<file path="src/hw/rtl/spcm_pkg.sv">
package spcm_pkg;

  localparam int SZ_W       = 14;
  localparam int ORG_W      = 15;
  localparam int CFG_IDX_W  = 3;
  localparam int CFG_DATA_W = 15;

  localparam int COORD_BITS_DEF = 16;
  localparam int FRAC_BITS_DEF  = 14;

  localparam logic [SZ_W-1:0] SCREEN_W_RST = SZ_W'(1920);
  localparam logic [SZ_W-1:0] SCREEN_H_RST = SZ_W'(1080);

  // move threshold: diff * MOVE_DEN >= size * MOVE_NUM
  localparam int MOVE_NUM = 13;
  localparam int MOVE_DEN = 1000;

  typedef enum logic [CFG_IDX_W-1:0] {
    CFG_SCREEN_W = 3'd0,
    CFG_SCREEN_H = 3'd1,
    CFG_SCREEN_L = 3'd2,
    CFG_SCREEN_T = 3'd3,
    CFG_FULL_W   = 3'd4,
    CFG_FULL_H   = 3'd5,
    CFG_REL_W    = 3'd6,
    CFG_REL_H    = 3'd7
  } cfg_idx_e;

  typedef struct packed {
    logic [SZ_W-1:0]         sw;
    logic [SZ_W-1:0]         sh;
    logic signed [ORG_W-1:0] sl;
    logic signed [ORG_W-1:0] st;
    logic [SZ_W-1:0]         faw;
    logic [SZ_W-1:0]         fah;
    logic [SZ_W-1:0]         raw;
    logic [SZ_W-1:0]         rah;
  } cfg_t;

endpackage

</file>
<file path="src/hw/rtl/spring_cursor_mapper.sv">
// spring cursor mapper
//
// input channel: in_valid_i / in_stall_o, one transaction per spring sample with the full
// and relative displacements and the current cursor position. output channel:
// out_valid_o / out_stall_i, exactly one result transaction per input transaction, in order.
// configuration: cfg_valid_i / cfg_ready_o with a register index and data; ready is always
// high, writes are meant for idle periods only.
//
// four register stages: input capture, products, scaled spring point, result.
// one transaction per cycle is sustained while the receiver does not stall. pivot,
// previous cursor and moving flag live in single registers updated as an item enters
// the result register, so back to back items see each other's state.
//
// reset clears all stage valids, the pivot (none), previous cursor (zero), moving flag,
// and loads the default screen geometry. when the receiver stalls, the result is held
// and bubbles in the pipeline fill up; in_stall_o rises only once every stage is full.
module spring_cursor_mapper #(
  parameter int COORD_BITS = spcm_pkg::COORD_BITS_DEF,
  parameter int FRAC_BITS  = spcm_pkg::FRAC_BITS_DEF
) (
  input  logic                              clk_i,
  input  logic                              rst_ni,
  input  logic                              cfg_valid_i,
  output logic                              cfg_ready_o,
  input  logic [spcm_pkg::CFG_IDX_W-1:0]    cfg_index_i,
  input  logic [spcm_pkg::CFG_DATA_W-1:0]   cfg_data_i,
  input  logic                              in_valid_i,
  output logic                              in_stall_o,
  input  logic signed [FRAC_BITS+3:0]       full_disp_x_i,
  input  logic signed [FRAC_BITS+3:0]       full_disp_y_i,
  input  logic                              rel_present_i,
  input  logic signed [FRAC_BITS+3:0]       rel_disp_x_i,
  input  logic signed [FRAC_BITS+3:0]       rel_disp_y_i,
  input  logic signed [COORD_BITS-1:0]      cursor_x_i,
  input  logic signed [COORD_BITS-1:0]      cursor_y_i,
  output logic                              out_valid_o,
  input  logic                              out_stall_i,
  output logic                              spring_active_o,
  output logic signed [COORD_BITS-1:0]      dest_x_o,
  output logic signed [COORD_BITS-1:0]      dest_y_o,
  output logic                              move_valid_o,
  output logic signed [COORD_BITS-1:0]      move_dx_o,
  output logic signed [COORD_BITS-1:0]      move_dy_o,
  output logic                              restart_timer_o
);
  import spcm_pkg::*;

  localparam int CB   = COORD_BITS;
  localparam int DW   = FRAC_BITS + 4;
  localparam int PPW  = DW + SZ_W;
  localparam int PW   = PPW + 1;
  localparam int FW   = PW - FRAC_BITS;
  localparam int FSW  = ((FW > ORG_W) ? FW : ORG_W) + 1;
  localparam int RPW  = DW + SZ_W + 1;
  localparam int OW   = RPW - FRAC_BITS - 1;
  localparam int XSW  = ((CB > OW) ? CB : OW) + 1;
  localparam int USW  = ((CB > ORG_W) ? CB : ORG_W) + 1;
  localparam int SATW = (((FSW > XSW) ? FSW : XSW) > USW) ? ((FSW > XSW) ? FSW : XSW) : USW;
  localparam int AW   = CB + 1;
  localparam int AMW  = AW + 10;
  localparam int TW   = SZ_W + 4;
  localparam int MIDP = PW - (SZ_W - 1) - FRAC_BITS;

  localparam logic signed [DW-1:0]   WIN_LO  = DW'(-(2 << FRAC_BITS));
  localparam logic signed [DW-1:0]   WIN_HI  = DW'(1 << FRAC_BITS);
  localparam logic signed [DW-1:0]   NEG_ONE = DW'(-(1 << FRAC_BITS));
  localparam logic signed [PW-1:0]   FX_BIAS = PW'((1 << FRAC_BITS) - 1);
  localparam logic signed [RPW-1:0]  RX_BIAS = RPW'((1 << (FRAC_BITS + 1)) - 1);
  localparam logic signed [SATW-1:0] SAT_HI  = SATW'((1 << (CB - 1)) - 1);
  localparam logic signed [SATW-1:0] SAT_LO  = SATW'(-(1 << (CB - 1)));
  localparam logic [SZ_W-1:0]        SZ_TWO  = SZ_W'(2);

  function automatic logic signed [CB-1:0] sat_c(input logic signed [SATW-1:0] v);
    logic signed [CB-1:0] r;
    if (v > SAT_HI) begin
      r = SAT_HI[CB-1:0];
    end else if (v < SAT_LO) begin
      r = SAT_LO[CB-1:0];
    end else begin
      r = v[CB-1:0];
    end
    return r;
  endfunction

  // configuration and derived geometry
  cfg_t                    cfg;
  logic signed [ORG_W-1:0] scr_left;
  logic signed [ORG_W-1:0] scr_top;
  logic [SZ_W-2:0]         midw;
  logic [SZ_W-2:0]         midh;
  logic [SZ_W-1:0]         dsw;
  logic [SZ_W-1:0]         dsh;
  logic                    rel_area_ok;
  logic [TW-1:0]           thr_sw;
  logic [TW-1:0]           thr_sh;
  logic [TW-1:0]           thr_rw;
  logic [TW-1:0]           thr_rh;
  logic signed [USW-1:0]   cen_x;
  logic signed [USW-1:0]   cen_y;

  spcm_cfg_regs u_cfg (
    .clk_i       (clk_i),
    .rst_ni      (rst_ni),
    .cfg_valid_i (cfg_valid_i),
    .cfg_ready_o (cfg_ready_o),
    .cfg_index_i (cfg_index_i),
    .cfg_data_i  (cfg_data_i),
    .cfg_o       (cfg)
  );

  assign scr_left = cfg.sl;
  assign scr_top  = cfg.st;
  assign midw     = cfg.sw[SZ_W-1:1];
  assign midh     = cfg.sh[SZ_W-1:1];

  always_comb begin
    if (cfg.faw >= SZ_TWO && cfg.fah >= SZ_TWO) begin
      dsw = (cfg.faw < cfg.sw) ? cfg.faw : cfg.sw;
      dsh = (cfg.fah < cfg.sh) ? cfg.fah : cfg.sh;
    end else begin
      dsw = cfg.sw;
      dsh = cfg.sh;
    end
  end

  assign rel_area_ok = (cfg.raw >= SZ_TWO) && (cfg.rah >= SZ_TWO);
  assign thr_sw = TW'(dsw) * TW'(MOVE_NUM);
  assign thr_sh = TW'(dsh) * TW'(MOVE_NUM);
  assign cen_x  = USW'(scr_left) + $signed(USW'(midw));
  assign cen_y  = USW'(scr_top) + $signed(USW'(midh));

  // pipeline handshake
  logic s1_vld_q, s2_vld_q, s3_vld_q, out_vld_q;
  logic s1_en, s2_en, s3_en, out_en, fire;

  assign out_en     = !out_vld_q || !out_stall_i;
  assign s3_en      = !s3_vld_q || out_en;
  assign s2_en      = !s2_vld_q || s3_en;
  assign s1_en      = !s1_vld_q || s2_en;
  assign in_stall_o = !s1_en;
  assign fire       = s3_vld_q && out_en;

  always_ff @(posedge clk_i or negedge rst_ni) begin
    if (!rst_ni) begin
      s1_vld_q  <= 1'b0;
      s2_vld_q  <= 1'b0;
      s3_vld_q  <= 1'b0;
      out_vld_q <= 1'b0;
    end else begin
      if (s1_en) begin
        s1_vld_q <= in_valid_i;
      end
      if (s2_en) begin
        s2_vld_q <= s1_vld_q;
      end
      if (s3_en) begin
        s3_vld_q <= s2_vld_q;
      end
      if (out_en) begin
        out_vld_q <= s3_vld_q;
      end
    end
  end

  // stage 1: input capture
  logic signed [DW-1:0] s1_fdx_q, s1_fdy_q, s1_rdx_q, s1_rdy_q;
  logic                 s1_rel_q;
  logic signed [CB-1:0] s1_cx_q, s1_cy_q;

  always_ff @(posedge clk_i) begin
    if (s1_en && in_valid_i) begin
      s1_fdx_q <= full_disp_x_i;
      s1_fdy_q <= full_disp_y_i;
      s1_rel_q <= rel_present_i;
      s1_rdx_q <= rel_disp_x_i;
      s1_rdy_q <= rel_disp_y_i;
      s1_cx_q  <= cursor_x_i;
      s1_cy_q  <= cursor_y_i;
    end
  end

  // stage 2: window check and products
  logic                  s1_act;
  logic signed [PPW-1:0] s1_prod_fx, s1_prod_fy;
  logic signed [RPW-1:0] s1_prod_rx, s1_prod_ry;

  assign s1_act = (s1_fdx_q >= WIN_LO && s1_fdx_q <= WIN_HI &&
                   s1_fdy_q >= WIN_LO && s1_fdy_q <= WIN_HI) ||
                  (s1_rel_q && s1_rdx_q >= WIN_LO && s1_rdx_q <= WIN_HI &&
                   s1_rdy_q >= WIN_LO && s1_rdy_q <= WIN_HI);
  assign s1_prod_fx = s1_fdx_q * $signed({1'b0, dsw[SZ_W-1:1]});
  assign s1_prod_fy = s1_fdy_q * $signed({1'b0, dsh[SZ_W-1:1]});
  assign s1_prod_rx = s1_rdx_q * $signed({1'b0, cfg.raw});
  assign s1_prod_ry = s1_rdy_q * $signed({1'b0, cfg.rah});

  logic                  s2_act_q, s2_rel_q;
  logic                  s2_fuse_x_q, s2_fuse_y_q, s2_ruse_x_q, s2_ruse_y_q;
  logic signed [PPW-1:0] s2_prod_fx_q, s2_prod_fy_q;
  logic signed [RPW-1:0] s2_prod_rx_q, s2_prod_ry_q;
  logic signed [CB-1:0]  s2_cx_q, s2_cy_q;

  always_ff @(posedge clk_i) begin
    if (s2_en && s1_vld_q) begin
      s2_act_q     <= s1_act;
      s2_rel_q     <= s1_rel_q;
      s2_fuse_x_q  <= s1_fdx_q >= NEG_ONE;
      s2_fuse_y_q  <= s1_fdy_q >= NEG_ONE;
      s2_ruse_x_q  <= s1_rdx_q >= NEG_ONE;
      s2_ruse_y_q  <= s1_rdy_q >= NEG_ONE;
      s2_prod_fx_q <= s1_prod_fx;
      s2_prod_fy_q <= s1_prod_fy;
      s2_prod_rx_q <= s1_prod_rx;
      s2_prod_ry_q <= s1_prod_ry;
      s2_cx_q      <= s1_cx_q;
      s2_cy_q      <= s1_cy_q;
    end
  end

  // stage 3: spring point and relative offset, truncated toward zero
  logic signed [PW-1:0]  mid_x_sh, mid_y_sh, num_x, num_y, shf_x, shf_y;
  logic signed [FW-1:0]  fxr, fyr;
  logic signed [FSW-1:0] fsum_x, fsum_y;
  logic signed [RPW-1:0] shr_x, shr_y;
  logic                  rel_apply;
  logic signed [OW-1:0]  ox, oy;

  assign mid_x_sh = $signed({{MIDP{1'b0}}, midw, {FRAC_BITS{1'b0}}});
  assign mid_y_sh = $signed({{MIDP{1'b0}}, midh, {FRAC_BITS{1'b0}}});
  assign num_x    = mid_x_sh + PW'(s2_prod_fx_q);
  assign num_y    = mid_y_sh + PW'(s2_prod_fy_q);
  assign shf_x    = (num_x + (num_x[PW-1] ? FX_BIAS : '0)) >>> FRAC_BITS;
  assign shf_y    = (num_y + (num_y[PW-1] ? FX_BIAS : '0)) >>> FRAC_BITS;
  assign fxr      = shf_x[FW-1:0];
  assign fyr      = shf_y[FW-1:0];
  assign fsum_x   = FSW'(fxr) + FSW'(scr_left);
  assign fsum_y   = FSW'(fyr) + FSW'(scr_top);

  assign rel_apply = s2_rel_q && rel_area_ok;
  assign shr_x = (s2_prod_rx_q + (s2_prod_rx_q[RPW-1] ? RX_BIAS : '0)) >>> (FRAC_BITS + 1);
  assign shr_y = (s2_prod_ry_q + (s2_prod_ry_q[RPW-1] ? RX_BIAS : '0)) >>> (FRAC_BITS + 1);
  assign ox    = (rel_apply && s2_ruse_x_q) ? shr_x[OW-1:0] : '0;
  assign oy    = (rel_apply && s2_ruse_y_q) ? shr_y[OW-1:0] : '0;

  logic                 s3_act_q, s3_rel_q, s3_rapp_q;
  logic                 s3_fuse_x_q, s3_fuse_y_q, s3_ruse_x_q, s3_ruse_y_q;
  logic signed [CB-1:0] s3_fxu_q, s3_fyu_q, s3_cx_q, s3_cy_q;
  logic signed [OW-1:0] s3_ox_q, s3_oy_q;

  always_ff @(posedge clk_i) begin
    if (s3_en && s2_vld_q) begin
      s3_act_q    <= s2_act_q;
      s3_rel_q    <= s2_rel_q;
      s3_rapp_q   <= rel_apply;
      s3_fuse_x_q <= s2_fuse_x_q;
      s3_fuse_y_q <= s2_fuse_y_q;
      s3_ruse_x_q <= s2_ruse_x_q;
      s3_ruse_y_q <= s2_ruse_y_q;
      s3_fxu_q    <= sat_c(SATW'(fsum_x));
      s3_fyu_q    <= sat_c(SATW'(fsum_y));
      s3_ox_q     <= ox;
      s3_oy_q     <= oy;
      s3_cx_q     <= s2_cx_q;
      s3_cy_q     <= s2_cy_q;
    end
  end

  // result stage: pivot, move decision, state update
  logic                 piv_vld_q, moving_q, moving_d;
  logic signed [CB-1:0] piv_x_q, piv_y_q, prev_x_q, prev_y_q;
  logic signed [CB-1:0] px, py, fx, fy, x, y;
  logic signed [USW-1:0] ux_sum, uy_sum;
  logic signed [AW-1:0] dx_s, dy_s;
  logic [AW-1:0]        ax, ay;
  logic [AMW-1:0]       ax_k, ay_k;
  logic                 diff, center, big_rel, big_full, small_step;
  logic                 mv, timer, upd;

  assign px     = (s3_rel_q && piv_vld_q) ? piv_x_q : s3_cx_q;
  assign py     = (s3_rel_q && piv_vld_q) ? piv_y_q : s3_cy_q;
  assign ux_sum = USW'(px) + USW'(scr_left);
  assign uy_sum = USW'(py) + USW'(scr_top);
  assign fx     = s3_fuse_x_q ? s3_fxu_q : sat_c(SATW'(ux_sum));
  assign fy     = s3_fuse_y_q ? s3_fyu_q : sat_c(SATW'(uy_sum));
  assign x      = sat_c(SATW'(fx) + SATW'(s3_ox_q));
  assign y      = sat_c(SATW'(fy) + SATW'(s3_oy_q));

  assign dx_s = AW'(s3_cx_q) - AW'(x);
  assign dy_s = AW'(s3_cy_q) - AW'(y);
  assign ax   = dx_s[AW-1] ? $unsigned(-dx_s) : $unsigned(dx_s);
  assign ay   = dy_s[AW-1] ? $unsigned(-dy_s) : $unsigned(dy_s);
  assign ax_k = AMW'(ax) * AMW'(MOVE_DEN);
  assign ay_k = AMW'(ay) * AMW'(MOVE_DEN);

  assign thr_rw = s3_rapp_q ? TW'(cfg.raw) * TW'(MOVE_NUM) : '0;
  assign thr_rh = s3_rapp_q ? TW'(cfg.rah) * TW'(MOVE_NUM) : '0;

  assign diff       = (x != s3_cx_q) || (y != s3_cy_q);
  assign center     = (USW'(x) == cen_x) || (USW'(y) == cen_y);
  assign big_rel    = s3_rel_q && (s3_ruse_x_q || s3_ruse_y_q) &&
                      (ax_k >= AMW'(thr_rw) || ay_k >= AMW'(thr_rh));
  assign big_full   = ax_k >= AMW'(thr_sw) || ay_k >= AMW'(thr_sh);
  assign small_step = (ax < AW'(2)) && (ay < AW'(2));

  always_comb begin
    mv       = 1'b0;
    timer    = 1'b0;
    upd      = 1'b0;
    moving_d = moving_q;
    if (!s3_act_q) begin
      moving_d = 1'b0;
    end else if (diff) begin
      upd = 1'b1;
      if (center) begin
        mv = 1'b1;
      end else if (!moving_q && big_rel) begin
        moving_d = 1'b1;
        mv       = 1'b1;
        timer    = 1'b1;
      end else if (!moving_q && big_full) begin
        moving_d = 1'b1;
        mv       = 1'b1;
        timer    = 1'b1;
      end else if (moving_q && small_step) begin
        moving_d = 1'b0;
      end else if (moving_q) begin
        mv    = 1'b1;
        timer = 1'b1;
      end
    end else if (prev_x_q == x && prev_y_q == y) begin
      moving_d = 1'b0;
    end else begin
      upd   = 1'b1;
      timer = 1'b1;
    end
  end

  always_ff @(posedge clk_i or negedge rst_ni) begin
    if (!rst_ni) begin
      piv_vld_q <= 1'b0;
      moving_q  <= 1'b0;
      prev_x_q  <= '0;
      prev_y_q  <= '0;
    end else if (fire) begin
      moving_q <= moving_d;
      if (!s3_act_q) begin
        piv_vld_q <= 1'b0;
      end else if (upd) begin
        piv_vld_q <= 1'b1;
        prev_x_q  <= s3_cx_q;
        prev_y_q  <= s3_cy_q;
      end
    end
  end

  always_ff @(posedge clk_i) begin
    if (fire && s3_act_q && upd) begin
      piv_x_q <= fx;
      piv_y_q <= fy;
    end
  end

  logic                 act_q, mv_q, timer_q;
  logic signed [CB-1:0] dest_x_q, dest_y_q, mdx_q, mdy_q;

  always_ff @(posedge clk_i) begin
    if (fire) begin
      act_q    <= s3_act_q;
      dest_x_q <= s3_act_q ? x : '0;
      dest_y_q <= s3_act_q ? y : '0;
      mv_q     <= s3_act_q && mv;
      mdx_q    <= (s3_act_q && mv) ? sat_c(SATW'(x) - SATW'(s3_cx_q)) : '0;
      mdy_q    <= (s3_act_q && mv) ? sat_c(SATW'(y) - SATW'(s3_cy_q)) : '0;
      timer_q  <= s3_act_q && timer;
    end
  end

  assign out_valid_o     = out_vld_q;
  assign spring_active_o = act_q;
  assign dest_x_o        = dest_x_q;
  assign dest_y_o        = dest_y_q;
  assign move_valid_o    = mv_q;
  assign move_dx_o       = mdx_q;
  assign move_dy_o       = mdy_q;
  assign restart_timer_o = timer_q;

`ifndef SYNTHESIS
  a_inactive_zero: assert property (@(posedge clk_i) disable iff (!rst_ni)
    out_valid_o && !spring_active_o |-> !move_valid_o && !restart_timer_o &&
      dest_x_o == '0 && dest_y_o == '0)
    else $error("inactive result carries nonzero fields");

  a_no_move_zero: assert property (@(posedge clk_i) disable iff (!rst_ni)
    out_valid_o && !move_valid_o |-> move_dx_o == '0 && move_dy_o == '0)
    else $error("move offsets set without a move");

  a_inactive_clears: assert property (@(posedge clk_i) disable iff (!rst_ni)
    fire && !s3_act_q |=> !piv_vld_q && !moving_q)
    else $error("inactive item left pivot or moving flag set");

  a_stall_full: assert property (@(posedge clk_i) disable iff (!rst_ni)
    in_stall_o |-> s1_vld_q && s2_vld_q && s3_vld_q && out_vld_q && out_stall_i)
    else $error("input stalled while the pipeline has room");
`endif

endmodule

</file>
<file path="src/hw/rtl/spcm_cfg_regs.sv">
module spcm_cfg_regs (
  input  logic                              clk_i,
  input  logic                              rst_ni,
  input  logic                              cfg_valid_i,
  output logic                              cfg_ready_o,
  input  logic [spcm_pkg::CFG_IDX_W-1:0]    cfg_index_i,
  input  logic [spcm_pkg::CFG_DATA_W-1:0]   cfg_data_i,
  output spcm_pkg::cfg_t                    cfg_o
);
  import spcm_pkg::*;

  cfg_t     cfg_q;
  cfg_t     cfg_d;
  cfg_idx_e idx;

  assign cfg_ready_o = 1'b1;
  assign idx         = cfg_idx_e'(cfg_index_i);

  always_comb begin
    cfg_d = cfg_q;
    if (cfg_valid_i) begin
      case (idx)
        CFG_SCREEN_W: cfg_d.sw  = cfg_data_i[SZ_W-1:0];
        CFG_SCREEN_H: cfg_d.sh  = cfg_data_i[SZ_W-1:0];
        CFG_SCREEN_L: cfg_d.sl  = $signed(cfg_data_i[ORG_W-1:0]);
        CFG_SCREEN_T: cfg_d.st  = $signed(cfg_data_i[ORG_W-1:0]);
        CFG_FULL_W:   cfg_d.faw = cfg_data_i[SZ_W-1:0];
        CFG_FULL_H:   cfg_d.fah = cfg_data_i[SZ_W-1:0];
        CFG_REL_W:    cfg_d.raw = cfg_data_i[SZ_W-1:0];
        CFG_REL_H:    cfg_d.rah = cfg_data_i[SZ_W-1:0];
        default: cfg_d = cfg_q;
      endcase
    end
  end

  always_ff @(posedge clk_i or negedge rst_ni) begin
    if (!rst_ni) begin
      cfg_q.sw  <= SCREEN_W_RST;
      cfg_q.sh  <= SCREEN_H_RST;
      cfg_q.sl  <= '0;
      cfg_q.st  <= '0;
      cfg_q.faw <= '0;
      cfg_q.fah <= '0;
      cfg_q.raw <= '0;
      cfg_q.rah <= '0;
    end else begin
      cfg_q <= cfg_d;
    end
  end

  assign cfg_o = cfg_q;

endmodule
</file>
<file path="config.mk">
export PLATFORM = sky130hd
export DESIGN_NAME = spring_cursor_mapper
export DESIGN_NICKNAME = d
export VERILOG_FILES = /design/src/hw/rtl/spcm_pkg.sv /design/src/hw/rtl/spring_cursor_mapper.sv /design/src/hw/rtl/spcm_cfg_regs.sv
export SDC_FILE = /design/constraint.sdc
export NUM_CORES = 2
export LEC_CHECK = 0
export BUFFER_PORTS_ARGS = -buffer_cell sky130_fd_sc_hd__buf_2
export CAP_MARGIN = 10
export CORE_AREA = 2 2 439 441
export CTS_BUF_LIST = sky130_fd_sc_hd__clkbuf_16
export CTS_CLUSTER_DIAMETER = 50
export DETAILED_ROUTE_END_ITERATION = 10
export DIE_AREA = 0 0 441 443
export PLACE_DENSITY = 0.65
export SYNTH_ARGS = -nofsm -noshare
export SYNTH_HDL_FRONTEND = slang
export SYNTH_SLANG_ARGS = --single-unit
export TNS_END_PERCENT = 5
</file>
<file path="constraint.sdc">
create_clock -name clk_i -period 23.3 [get_ports clk_i]
set_input_delay 4.66 -clock clk_i [delete_from_list [all_inputs] [get_ports clk_i]]
set_output_delay 4.66 -clock clk_i [all_outputs]
set_load 0.05 [all_outputs]
</file>
### Yosys cells after proc, flatten, opt, wreduce, memory -nomap -nowiden

Index checks and enable logic that the tools add are counted.
W data, S select, Z words.

* flip-flop bits (word level): 631
* input bits: 128
* output and inout bits: 70

* add/subtract/negate cells: 20
* multiply operators: 10
* $lt $le $gt $ge: 40
* eq/ne operators: 17
* mux-type cells: 52
* bitwise logic cells: 1
* reduce and logical (&&, ||, !) cells: 59

Operator list (count)
* $mux W16: 16
* $ge A27 B18 Y1: 4
* $mux W14: 6
* $ge A18 B15 Y1 const B: 4
* $ge A18 B16 Y1 const B: 4
* $le A18 B16 Y1 const B: 4
* $mul A14 B4 Y18 const B: 4
* $gt A17 B16 Y1 const B: 4
* $lt A17 B16 Y1 const B: 4
* $sub A16 B16 Y17: 4
* $add A28 B32 Y33: 2
* $add A33 B14 Y33: 2
* $add A33 B15 Y33: 2
* $mul A18 B15 Y33: 2
* $eq A16 B16 Y1: 4
* $mul A18 B14 Y32: 2
* $mux W15: 4
* $ge A14 B2 Y1 const B: 4
* $mul A17 B7 Y24 const B: 2
* $add A19 B15 Y20: 2
* $gt A20 B16 Y1 const B: 2
* $lt A20 B16 Y1 const B: 2
* $add A16 B18 Y19: 2
* $gt A19 B16 Y1 const B: 2
* 26 further kinds: 111

### Longest topological paths before layout

* depth after elaboration: 26
* mapped depth: 79
* depth with buffers taken out: 75

### Modules after synthesis

A second synthesis with hierarchy kept.

* cells, all modules: 8909
* area total of the unflattened synthesis: 86704.4 µm²

Modules (own cells, without submodules)
* spring_cursor_mapper: instances 1, cells an instance 8660, area each 82364.0 µm², sequential area each 15334.7 µm²
* spcm_cfg_regs: instances 1, cells an instance 249, area each 4340.4 µm², sequential area each 2862.7 µm²

### Worst setup path after synthesis

Ideal clock, no wire load.

* kind: reg2reg
* from: register s3_rel_q
* to: register mdx_q[0], in the netlist move_dx_o[0] (data pin)
* arrival time: 15847 ps
* required time: 23033 ps
* slack: 7186 ps
* stages on the path, launching flop included: 73
* buffers on the path: 5
* cells stage by stage: edfxtp_1 > nand2_1 > buf_1 > mux2_2 > ha_1 > inv_1 > fa_1 > inv_1 > a21oi_1 > o21ai_0 > a21oi_1 > o21ai_0 > a21oi_1 > o21ai_0 > a21oi_1 > o21ai_0 > a21oi_1 > o21bai_1 > (+37 left out) > ha_1 > o21a_1 > o21ai_0 > nand2b_1 > and2_1 > a31oi_1 > a21oi_1 > o311a_1 > or4_1 > a2111o_1 > nor2_1 > nor4b_1 > o311a_1 > nand4_1 > or4_1 > o211ai_4 > buf_6 > a21oi_1

* word-level cells in the longest chain between the ends: 24
* elaborated cells between the ends (all ways): 65

Ends and longest elaborated chain
* start: declaration: RTL line spring_cursor_mapper.sv:244 `logic s3_act_q, s3_rel_q, s3_rapp_q;`
* start signal: assignment: RTL line spring_cursor_mapper.sv:252 `s3_rel_q <= s2_rel_q;`
* $logic_and A1 B1 Y1 *: RTL line spring_cursor_mapper.sv:279 `assign py = (s3_rel_q && piv_vld_q) ? piv_y_q : s3_cy_q;`
* $mux W16 *: RTL line spring_cursor_mapper.sv:279
* $add A16 B15 Y17 *: RTL line spring_cursor_mapper.sv:281 `assign uy_sum = USW'(py) + USW'(scr_top);`
* $lt A17 B16 Y1: RTL line spring_cursor_mapper.sv:77 `end else if (v < SAT_LO) begin`
* $mux W16: RTL line spring_cursor_mapper.sv:77
* $mux W16 *: RTL line spring_cursor_mapper.sv:75 `if (v > SAT_HI) begin`
* $mux W16 *: RTL line spring_cursor_mapper.sv:283 `assign fy = s3_fuse_y_q ? s3_fyu_q : sat_c(SATW'(uy_sum));`
* named net fy[0]: RTL line spring_cursor_mapper.sv:270 `logic signed [CB-1:0] px, py, fx, fy, x, y;`
* (+4 left out)
* named net y[3]: RTL line spring_cursor_mapper.sv:270
* (+5 left out)
* $logic_or A1 B1 Y1, or another cell as far along: RTL line spring_cursor_mapper.sv:301 `assign big_full = ax_k >= AMW'(thr_sw) || ay_k >= AMW'(thr_sh);`
* $logic_and A1 B1 Y1, or another cell as far along: RTL line spring_cursor_mapper.sv:319 `end else if (!moving_q && big_full) begin`
* $mux W1 / $logic_and A1 B1 Y1 (equally long branches): RTL line spring_cursor_mapper.sv:319, spring_cursor_mapper.sv:315
* $mux W1: RTL line spring_cursor_mapper.sv:315 `end else if (!moving_q && big_rel) begin`
* $mux W1: RTL line spring_cursor_mapper.sv:313 `if (center) begin`
* $mux W1 *: RTL line spring_cursor_mapper.sv:311 `end else if (diff) begin`
* $mux W1 *: RTL line spring_cursor_mapper.sv:309 `if (!s3_act_q) begin`
* $logic_and A1 B1 Y1 *: RTL line spring_cursor_mapper.sv:371 `mdx_q <= (s3_act_q && mv) ? sat_c(SATW'(x) - SATW'(s3_cx_q)) : '0;`
* end signal: assignment: RTL line spring_cursor_mapper.sv:371
* end: declaration: RTL line spring_cursor_mapper.sv:363 `logic signed [CB-1:0] dest_x_q, dest_y_q, mdx_q, mdy_q;`

Mark *: on every way through the listed nets, which the timed path passes. The rest lies on a longest branch.
A chain may end at the register's enable or synchronous reset.

### Worst setup path after layout

* from: register s3_rel_q
* to: register mdx_q[4], in the netlist move_dx_o[4] (data pin)

The elaborated chain is that of the path after synthesis.

==> impl_metrics.csv <==
group,metric,value,unit
synthesis,synth_area_leader_cell,"fa_1",
worst_hold_path,hp-class,"reg2reg",
placement,portBuffers,196,
final_layout,regArea,18200,sq um
routing,ant_nets,0,
global_route,grt_max_degree,95,
global_route,grt_pass1_vias,65854,
routing,drcViolationCount,0,
floorplan,die_h,443,microns
routing,wl_per_cell,21.2,microns
critical_path,reg2reg_to,"move_dx_o[4]",
critical_path,worst-path-max-fanout,33,
synthesis,synth_sequential_area_ratio,0.213,
floorplan,fp.dieW,441,microns
critical_path,crit_arrival,19560,ps
synthesis,async_flop_share,0.241,
clocking,post_cts_resized,0,
synthesis,syn-cell-area,85300,sq um
synthesis,synth_edf_count,479,
synthesis,yosysWarnings,0,
critical_path,cp_data_required_time,23750,ps
clocking,path_clk_slew,60,ps
placement,dp.cells,11333,
floorplan,coreArea,191000,sq um
critical_path,cpPeakStageDelay,890,ps
timing,finalCriticalPeriod,19110,ps
routing,vias,63386,
clocking,htreeDepth,3,
clocking,tritoncts,"yes",
synthesis,mappedNetlistNets,10935,
timing,fin_skew,26.4,ps
clocking,root_buffer,"clkbuf_16",
timing,slew_headroom,0.167,
global_route,antenna_found_initial,19,
final_layout,drive_gt1_frac,0.0729,
global_route,grt_pass1_wl,381,mm
routing,first_pass_iters,5,
final_layout,area_delta_synth_final,8.24,%
synthesis,syn_inst,8810,
placement,gp_congestion,0.966,
synthesis,synthTopCellsByArea,"fa_1, edfxtp_1, ha_1",
timing,tns,0,ps
critical_path,cp_slowest_cell,"xor2_1",
timing,slew_viol_final,0,
critical_path,crit_type,"reg2reg",
floorplan,start_util,0.446,
global_route,grt_usage,0.254,
worst_hold_path,min_to,"s2_cx_q[1]",
run_status,status,"completed",
critical_path,cpMostUsedCell,"a21oi_1",
final_layout,stdcell_count,11535,
global_route,grt_overflow_total,0,
clocking,clk_path_buf_depth,3,
synthesis,ys_top_cells_by_count,"inv_1, fa_1, ha_1",
worst_hold_path,holdPathStages,0,
critical_path,r2r_slack,4190,ps
timing,tightest_slew,1240,ps
timing,hold_viol_final,0,
synthesis,synth_top_area_share,0.253,
synthesis,ys_types,106,
run,cap_viol_max_count,0,
worst_hold_path,min_from,"s1_cx_q[1]",
routing,wl,245,mm
critical_path,startpoint_type,"register",
final_layout,nets,11035,
routing,first_iter_violations,4356,
clocking,numCtsBuffers,100,
timing,finalCritPeriodShare,0.820,
synthesis,ys.flop_type,"edfxtp_1",
routing,viasPerCell,5.50,
synthesis,synth_seq_cells,631,
clocking,cts_setup_buffers,0,
floorplan,dieArea,195000,sq um
critical_path,worst_setup_path_end_kind,"register",
critical_path,rr_worst_depth,68,
final_layout,fillerInstances,17677,
timing,rsz0062_at_grt,"no",
clocking,insertion_delay,760,ps
placement,hpwlAfterDp,196,mm
critical_path,r2r_start,"s3_rel_q",
timing,fmax,52.3,MHz
timing,setup_viol,0,
synthesis,postSynthAreaPerCell,9.69,sq um
synthesis,synthMostInstantiatedCell,"inv_1",
final_layout,multiInputGateArea,60400,sq um
clocking,cts.sink_count,631,
clocking,cts_hold_buffers,0,
floorplan,rows,161,
floorplan,io_pins,198,
==> state kept, by name (all words and copies together), names as in the netlist, 18 cells and up <==
name / flops
s2_prod_fx_q: 32
s1_rdx_q: 18
s1_fdx_q: 18
s1_fdy_q: 18
s3_ox_q: 18
u_cfg.cfg_o: 114
s2_prod_fy_q: 32
s1_rdy_q: 18
s2_prod_rx_q: 33
s2_prod_ry_q: 33
s3_oy_q: 18
==> layer usage <==
layer | share of wire | GRT usage | wire [microns] | vias up
met5 | 0.00011 | 0 | 28 | -
met4 | 0.054 | 0.123 | 13100 | 6
met3 | 0.052 | 0.0324 | 12700 | 480
met2 | 0.49 | 0.428 | 120000 | 1846
met1 | 0.40 | 0.320 | 99100 | 31933
li1 | - | - | - | 29121
==> cells in the final DEF, fill, tap and decap left out, types with 144 or more instances in the layout <==
cell type  instances
a21o_1           162
nand2_1          784
a21oi_1          443
edfxtp_1         479
buf_2            195
and2_1           359
nor2_1           289
dfrtp_1          144
nor2b_1          249
fa_1            1080
inv_1           1553
o21ai_0          305
ha_1             917
xnor2_1          432
==> worst max path at each step <==
stage	start	to	slack (ps)
floorplan	s3_rel_q	move_dx_o[0]	7190
global placement	s3_rel_q	move_dx_o[0]	4900
detailed placement	s3_rel_q	move_dx_o[4]	4510
CTS	s3_rel_q	move_dx_o[4]	4440
global route	s3_rel_q	move_dx_o[1]	2850
finish	s3_rel_q	move_dx_o[4]	4190
==> critical path, delay by kind of cell (launching register included) <==
family                   cells  cell delay (ps)
AO/OA/AOI/OAI               34             7080
XOR/XNOR                     4             2000
adder cells (fa/ha/maj)     10             3970
buffers and inverters        5              960
flip-flops                   1              380
multiplexers                 2              820
AND/OR/NAND/NOR             13             3560
==> kinds of logic after synthesis <==
| group | count (synthesis) | synth area share |
|---|---|---|
| xor gates and xnor gates | 566 | 0.0588 |
| AOI/OAI and AO/OA | 1430 | 0.108 |
| and+or+nand+nor | 2192 | 0.128 |
| muxes | 153 | 0.0199 |
| adders and majority gates | 2034 | 0.392 |
| other | 1 | 0.0000439 |
| DFF | 631 | 0.213 |
| buffers and inverters | 1803 | 0.0799 |
==> metrics by stage <==
step	util	cell area (sq um)	hold slack (ps)	setup slack (ps)
finish	0.483	92400	414	4190
global route	0.483	92300	421	2850
CTS	0.483	92300	415	4440
detailed placement	0.466	89000	406	4510
global placement	0.466	89000	401	4900
floorplan	-	85300	400	7190
==> cell type report <==
cell class | count | area share
antenna | 14 | 0.000379
clock buffer | 102 | 0.0276
clock inverter | 85 | 0.00791
inverter | 1544 | 0.0627
multi-input combinational | 6376 | 0.654
sequential | 631 | 0.197
tap | 2526 | 0.0342
timing repair buffer | 257 | 0.0159
Power is left out: the tool's default activity adds up to more than one toggle a clock period on the data nets, which glitch-free logic cannot reach.
